--- src/swe_pkg.sv ---
// package for the sliding window extreme block
// holds item types, register codes and the cell control group
// no dependencies
`default_nettype none

package swe_pkg;

	localparam int DATA_W     = 32;
	localparam int CFG_DATA_W = 7;
	localparam int CFG_IDX_W  = 1;

	// register indexes of the configuration port
	localparam logic [CFG_IDX_W-1:0] REG_WINDOW_LENGTH = 1'd0;
	localparam logic [CFG_IDX_W-1:0] REG_SELECT_MIN    = 1'd1;

	typedef struct packed {
		logic signed [DATA_W-1:0] sample;
		logic                     first_of_stream;
	} swe_in_t;

	typedef struct packed {
		logic signed [DATA_W-1:0] extreme_value;
		logic                     window_full;
	} swe_out_t;

	// broadcast control for the cell row
	typedef struct packed {
		logic shift;
		logic first;
		logic select_min;
	} swe_cell_ctl_t;

endpackage

`default_nettype wire

--- src/swe_cell.sv ---
// one cell of the candidate row: holds one past sample and its live flag
// uses swe_pkg for the data width and the control group
`default_nettype none

module swe_cell import swe_pkg::*; (
	input  wire                      clk,
	input  wire                      arst_n,
	input  swe_cell_ctl_t            ctl,
	input  wire signed [DATA_W-1:0]  sample,
	input  wire                      expired,
	input  wire signed [DATA_W-1:0]  prev_value,
	input  wire                      prev_alive,
	input  wire                      stop_in,
	output logic signed [DATA_W-1:0] value,
	output logic                     alive,
	output logic                     stop_out
);

	logic live;
	logic dominated;
	logic keep;

	assign live      = prev_alive & ~ctl.first & ~expired;
	assign dominated = ctl.select_min ? (sample < prev_value) : (sample > prev_value);
	// removal from the back stops at the newest live entry that holds
	assign keep      = live & (stop_in | ~dominated);
	assign stop_out  = stop_in | (live & ~dominated);

	logic signed [DATA_W-1:0] value_q;
	logic                     alive_q;

	always_ff @(posedge clk or negedge arst_n) begin
		if (!arst_n) begin
			alive_q <= 1'b0;
		end else if (ctl.shift) begin
			alive_q <= keep;
		end
	end

	always_ff @(posedge clk) begin
		if (ctl.shift) begin
			value_q <= prev_value;
		end
	end

	assign value = value_q;
	assign alive = alive_q;

endmodule

`default_nettype wire

--- config.mk ---
export PLATFORM = sky130hd
export DESIGN_NAME = swe_cell
export DESIGN_NICKNAME = d
export VERILOG_FILES = /design/src/swe_pkg.sv /design/src/swe_cell.sv
export SDC_FILE = /design/constraint.sdc
export NUM_CORES = 1
export LEC_CHECK = 0
export BUFFER_PORTS_ARGS = -buffer_cell sky130_fd_sc_hd__buf_4
export CAP_MARGIN = 20
export CORE_UTILIZATION = 47
export DETAILED_ROUTE_END_ITERATION = 12
export HOLD_SLACK_MARGIN = 0.05
export PLACE_DENSITY = 0.92
export SYNTH_ARGS = -nofsm -noshare
export SYNTH_HDL_FRONTEND = slang
export SYNTH_SLANG_ARGS = --single-unit
--- constraint.sdc ---
create_clock -name clk -period 5.1 [get_ports clk]
set_input_delay 0.51 -clock clk [delete_from_list [all_inputs] [get_ports clk]]
set_output_delay 0.51 -clock clk [all_outputs]
set_load 0.005 [all_outputs]
==> results.json, run 1 <==
{
  "outcome": "complete, no violations",
  "overflow": 0,
  "drv_slew": 0,
  "vias": 1624,
  "synth_common_cells": "inv_1, edfxtp_1, ha_1",
  "die_height_microns": 65.2,
  "port_buffers": 105,
  "setup_violations": 0,
  "clk_latency_ps": 270,
  "finalCritPeriodShare_pct": 57.1,
  "tns_ps": 0,
  "synthTopCellsByArea": "edfxtp_1, ha_1, inv_1",
  "synth_warnings": 0,
  "cts_sinks": 33,
  "crit_type": "in -> out",
  "maxSlewHeadroom_pct": 70.9,
  "htreeDepth": 2,
  "place_congestion": 0.717,
  "cpMaxStageDelayCell": "nor4_1",
  "routed.top_layer": "met4",
  "maxCapViolations": 0,
  "stdcell_count": 318,
  "finalNetCount": 373,
  "synth_top_area_share_pct": 51.2,
  "setup.worst_path.end": "stop_out",
  "antenna_found_initial": 0,
  "grt_usage_pct": 22.3,
  "crit_chain": "buf_4, inv_1, ha_1, nand4_1, nor4_1, a21boi_2, o31a_1, a2bb2oi_1, nor3_1, buf_4",
  "cp.arrival_ps": 2400,
  "cts_buffer_depth": 2,
  "grt_pass1_wl_mm": 7.02,
  "fp.dieW_microns": 65.2,
  "syn_area_sq_um": 1880,
  "tightest_slew_ps": 436,
  "area_growth_pct": 50.0,
  "min_period_ps": 2910,
  "critPathBufInv": 3,
  "synth.largest_area_cell": "edfxtp_1",
  "drive_gt1_share_pct": 42.6,
  "min_path_type": "in -> reg",
  "drt-met1-wl_mm": 1.46,
  "row_count": 22,
  "avgSynthCellArea_sq_um": 12.0,
  "drt-total-wl_mm": 4.34,
  "ant_nets": 0,
  "wl_per_cell_microns": 13.6,
  "core_area_sq_um": 3740,
  "dr_wl_met3_microns": 487,
  "hold_viol": 0,
  "cp-start-kind": "input pin",
  "r2r-start": "alive",
  "worst-r2r-setup-slack_ps": 4470,
  "timing.rr.end": "alive",
  "p_leak_uw": 0.00142,
  "ioPinCount": 106,
  "clk_pin_slew_ps": 60,
  "synthArstFlopShare_pct": 3.03,
  "power_per_cell_area_nw_per_um2": 234,
  "synth.most_common_cell": "inv_1",
  "vias_per_cell": 5.11,
  "netlist_instances": 156,
  "grt_pass1_vias": 1695,
  "end_kind": "output port",
  "die-area_sq_um": 4250,
  "ir_drop_mv": 0.172,
  "ys_types": 31,
  "initialDrtViolationCount": 51,
  "skew_ps": 0,
  "drc_errors": 0,
  "ys_seq_area_share_pct": 52.5,
  "crit_cells": 10,
  "slowest_delay_ps": 400,
  "cp.required_ps": 4590,
  "hpwl_mm": 3.63,
  "ys.flop_type": "edfxtp_1",
  "reg2reg_depth": 2,
  "wl_met2_mm": 2.33,
  "cts-buffers-inserted": 5,
  "rsz0062_at_grt": "no",
  "crit_top_cell": "buf_4",
  "synth_edf_count": 32,
  "critPathMaxFanout": 3,
  "post-cts-setup-buffers": 0,
  "cp_top_family": "simple AND/OR/NAND/NOR gates",
  "cts_tree": "done",
  "max_freq_mhz": 343,
  "antenna_cells": 0,
  "critPathLaunch": "prev_value[14]",
  "syn_nets": 260,
  "cts-root-buf": "clkbuf_8",
  "synth-seq-cells": 33,
  "grt_max_degree": 35,
  "post-place-cells": 309,
  "start_util_pct": 50.1,
  "first_pass_iters": 4
}
-- sequential cells by signal, indices dropped and copies added, names as in the netlist --
name	cells
value	32
alive	1
-- routing by layer --
metal | vias up | track usage, %
li1 | 798 | -
met4 | 0 | 9.24
met1 | 742 | 20.5
met5 | - | 0
met2 | 78 | 42.0
met3 | 6 | 9.38
-- metrics by stage --
| step | setup WS (ps) | total power, uW | instance area (sq um) | util [%] | hold slack (ps) |
|---|---|---|---|---|---|
| 5_1_grt | 2000 | 697 | 2820 | 75.2 | 400 |
| 6_report | 2190 | 660 | 2820 | 75.2 | 415 |
| 3_5_place_dp | 2180 | 482 | 2730 | 72.8 | 286 |
| 3_3_place_gp | 2290 | 474 | 2730 | 72.8 | 286 |
| 2_1_floorplan | 2640 | 384 | 1880 | - | 214 |
| 4_1_cts | 2170 | 667 | 2820 | 75.2 | 408 |
-- where the power goes --
part,internal (uW),total [uW],switching [uW]
Combinational,87.2,148,60.5
Sequential,321,327,6.23
Clock,96.9,185,87.9
Total,505,660,155
-- placed cells by master (no fill, tap or decap), types with 2 or more instances in the layout --
cell type  count
o21ai_0        2
buf_4        105
and4_1         3
nand2_1        8
nor2_1         3
inv_1         34
a21o_1         3
a21oi_1        9
ha_1          32
clkbuf_1       3
nand3b_1       2
clkbuf_8       5
nand3_1        3
a221oi_1       2
a21oi_2        2
nand4_1        4
edfxtp_1      32
-- worst min path at each step --
stage	start	end	slack, ps	depth (start not counted)
2_1_floorplan	arst_n	alive	210	0
3_3_place_gp	arst_n	alive	290	1
3_5_place_dp	arst_n	alive	290	1
4_1_cts	prev_value[29]	value[29]	410	1
5_1_grt	prev_value[29]	value[29]	400	1
6_report	prev_value[19]	value[19]	420	1
-- area by class of cell --
type	instances	area (sq um)
fillers	261	928
flip-flops and latches	33	986
well taps	48	60.1
inverters	34	128
clock buffers	8	80.1
repair buffers	106	798
multi-input cells	89	763
-- worst register-to-register path, stage by stage, from the launching register on --
cell	delay, ps
dfrtp_1	370
inv_1	50
o32ai_1	60
-- repair_timing --
item | CTS | global route
resized for setup | 0 | 0
hold buffers | 1 | 0
hold endpoints to repair | 1 | 0
-- cell families after synthesis --
kind of cell,Yosys count,synth area share [%]
buf+inv,34,6.80
simple gates,29,9.00
fa+ha+maj,32,21.3
compound gates,28,10.3
flops,33,52.5
No activity file was read; power rests on OpenSTA's default activity.
==> inputs of run 2 (changes only) <==
- CORE_UTILIZATION: 47 -> 44
- PLACE_DENSITY: 0.92 -> 0.87
- clock period: 5.1 -> 2.8 ns (I/O delays scaled with it)
==> run 2 against run 1 <==
Die area is 6.6% higher. Sequential cell count stayed put. Largest cell class unchanged. Utilization is 5.5 points lower. Sequential power is 82% higher. Routed wire length hardly changed. Critical path depth stayed put. Largest power group unchanged. Cell count is 0.63% higher. Register-to-register slack worse by 2300 ps.
==> results.json, run 2 (synthesis gave the netlist of run 1 again) <==
{
  "wl_per_cell_microns": 13.6,
  "power_per_cell_area_nw_per_um2": 435,
  "ant_nets": 0,
  "end_kind": "output port",
  "crit_type": "in -> out",
  "place_congestion": 0.703,
  "clk_latency_ps": 270,
  "vias_per_cell": 4.93,
  "start_util_pct": 46.3,
  "multi_input_area_sq_um": 763,
  "holdBufCountCts": 1,
  "cp-start-kind": "input pin",
  "cts_buffer_depth": 2,
  "cp.arrival_ps": 2100,
  "grt_usage_pct": 20.7,
  "outcome": "complete, no violations",
  "critPathMaxFanout": 3,
  "setup_violations": 0,
  "maxCapViolations": 0,
  "maxSlewHeadroom_pct": 70.6,
  "fp.dieW_microns": 67.3,
  "hpwl_mm": 3.63,
  "row_count": 23,
  "final_cell_mix": "buf_4, inv_1, ha_1, edfxtp_1, a21oi_1",
  "ir_drop_mv": 0.319,
  "cts_tree": "done",
  "register_area_sq_um": 986,
  "post_cts_resized": 0,
  "p_leak_uw": 0.00143,
  "tightest_slew_ps": 440,
  "cts-root-buf": "clkbuf_8",
  "met2_usage_pct": 39.5,
  "grt_util_met1_pct": 20.6,
  "largest_reg_flops": 32,
  "antenna_cells": 0,
  "antenna_found_initial": 0,
  "drv_slew": 0,
  "skew_ps": 0,
  "core_area_sq_um": 4060,
  "grt_pass1_vias": 1684,
  "clk_pin_slew_ps": 70,
  "vias": 1579,
  "drt-total-wl_mm": 4.34,
  "rsz0062_at_grt": "no",
  "die-area_sq_um": 4530,
  "grt_max_degree": 35,
  "min_period_ps": 2380,
  "finalCritPeriodShare_pct": 85.0,
  "gr-max-usage-layer": "met2",
  "use_met3_pct": 7.26,
  "overflow": 0,
  "max_freq_mhz": 420,
  "ioPinCount": 106,
  "die_height_microns": 67.3,
  "port_buffers": 105,
  "min_path_type": "in -> reg",
  "htreeDepth": 2,
  "cts_sinks": 33,
  "post-route-util_pct": 69.7,
  "initialDrtViolationCount": 61,
  "post-cts-setup-buffers": 0,
  "first_pass_iters": 4,
  "drc_errors": 0,
  "hold_viol": 0,
  "grt_pass1_wl_mm": 6.83,
  "tns_ps": 0,
  "cp.required_ps": 2520,
  "final_common_cell": "buf_4",
  "cts-buffers-inserted": 5,
  "drive_gt1_share_pct": 43.0,
  "area_growth_pct": 50.7,
  "fill_cells": 294,
  "finalNetCount": 373
}
[run 2: cell counts in the layout (fill, tap and decap cells not counted)]
No cell type changed its count.
[run 2: cell type report]
type	count	area share, %
sequential	33	34.9
multi-input combinational	89	27.0
inverter	34	4.51
clock buffer	8	3.19
tap	50	2.21
timing repair buffer	106	28.2
[run 2: final timing paths]
path,startpoint,endpoint,slack [ps],depth (start not counted)
max in group asynchronous,arst_n,alive,2390,2
setup / recovery,prev_value[14],stop_out,420,10
setup reg to reg,alive,alive,2140,2
min in group asynchronous,arst_n,alive,330,2
hold / removal,prev_value[4],value[4],190,1
hold reg to reg,alive,alive,550,2
[run 2: per-layer routing]
| metal | part of all wire (%) | vias up |
|---|---|---|
| met5 | 0 | - |
| met4 | 1.7 | 0 |
| met3 | 9.8 | 9 |
| met2 | 52 | 80 |
| met1 | 37 | 698 |
| li1 | - | 792 |
[run 2: per-stage QoR]
step / hold WS [ps] / power, uW / cells / cell area [sq um] / setup WS, ps
2_1_floorplan: -15.6 / 700 / 156 / 1880 / 803
4_1_cts: 176 / 1240 / 320 / 2830 / 399
3_3_place_gp: 64.9 / 865 / 311 / 2730 / 473
3_5_place_dp: 58.4 / 878 / 311 / 2730 / 408
5_1_grt: 170 / 1300 / 320 / 2830 / 121
6_report: 186 / 1230 / 320 / 2830 / 420
[run 2: critical path, cell delays in order]
cell       delay (ps)
buf_4              80
inv_1              40
ha_1              310
nand4_1           170
nor4_1            380
a21boi_2          210
o31a_1            160
a2bb2oi_1         210
nor3_1             90
buf_4             150
[run 2: report_power, final]
part / internal, uW / switching (uW)
combinational: 160 / 111
clock: 200 / 163
sequential: 585 / 10.6
total: 945 / 285
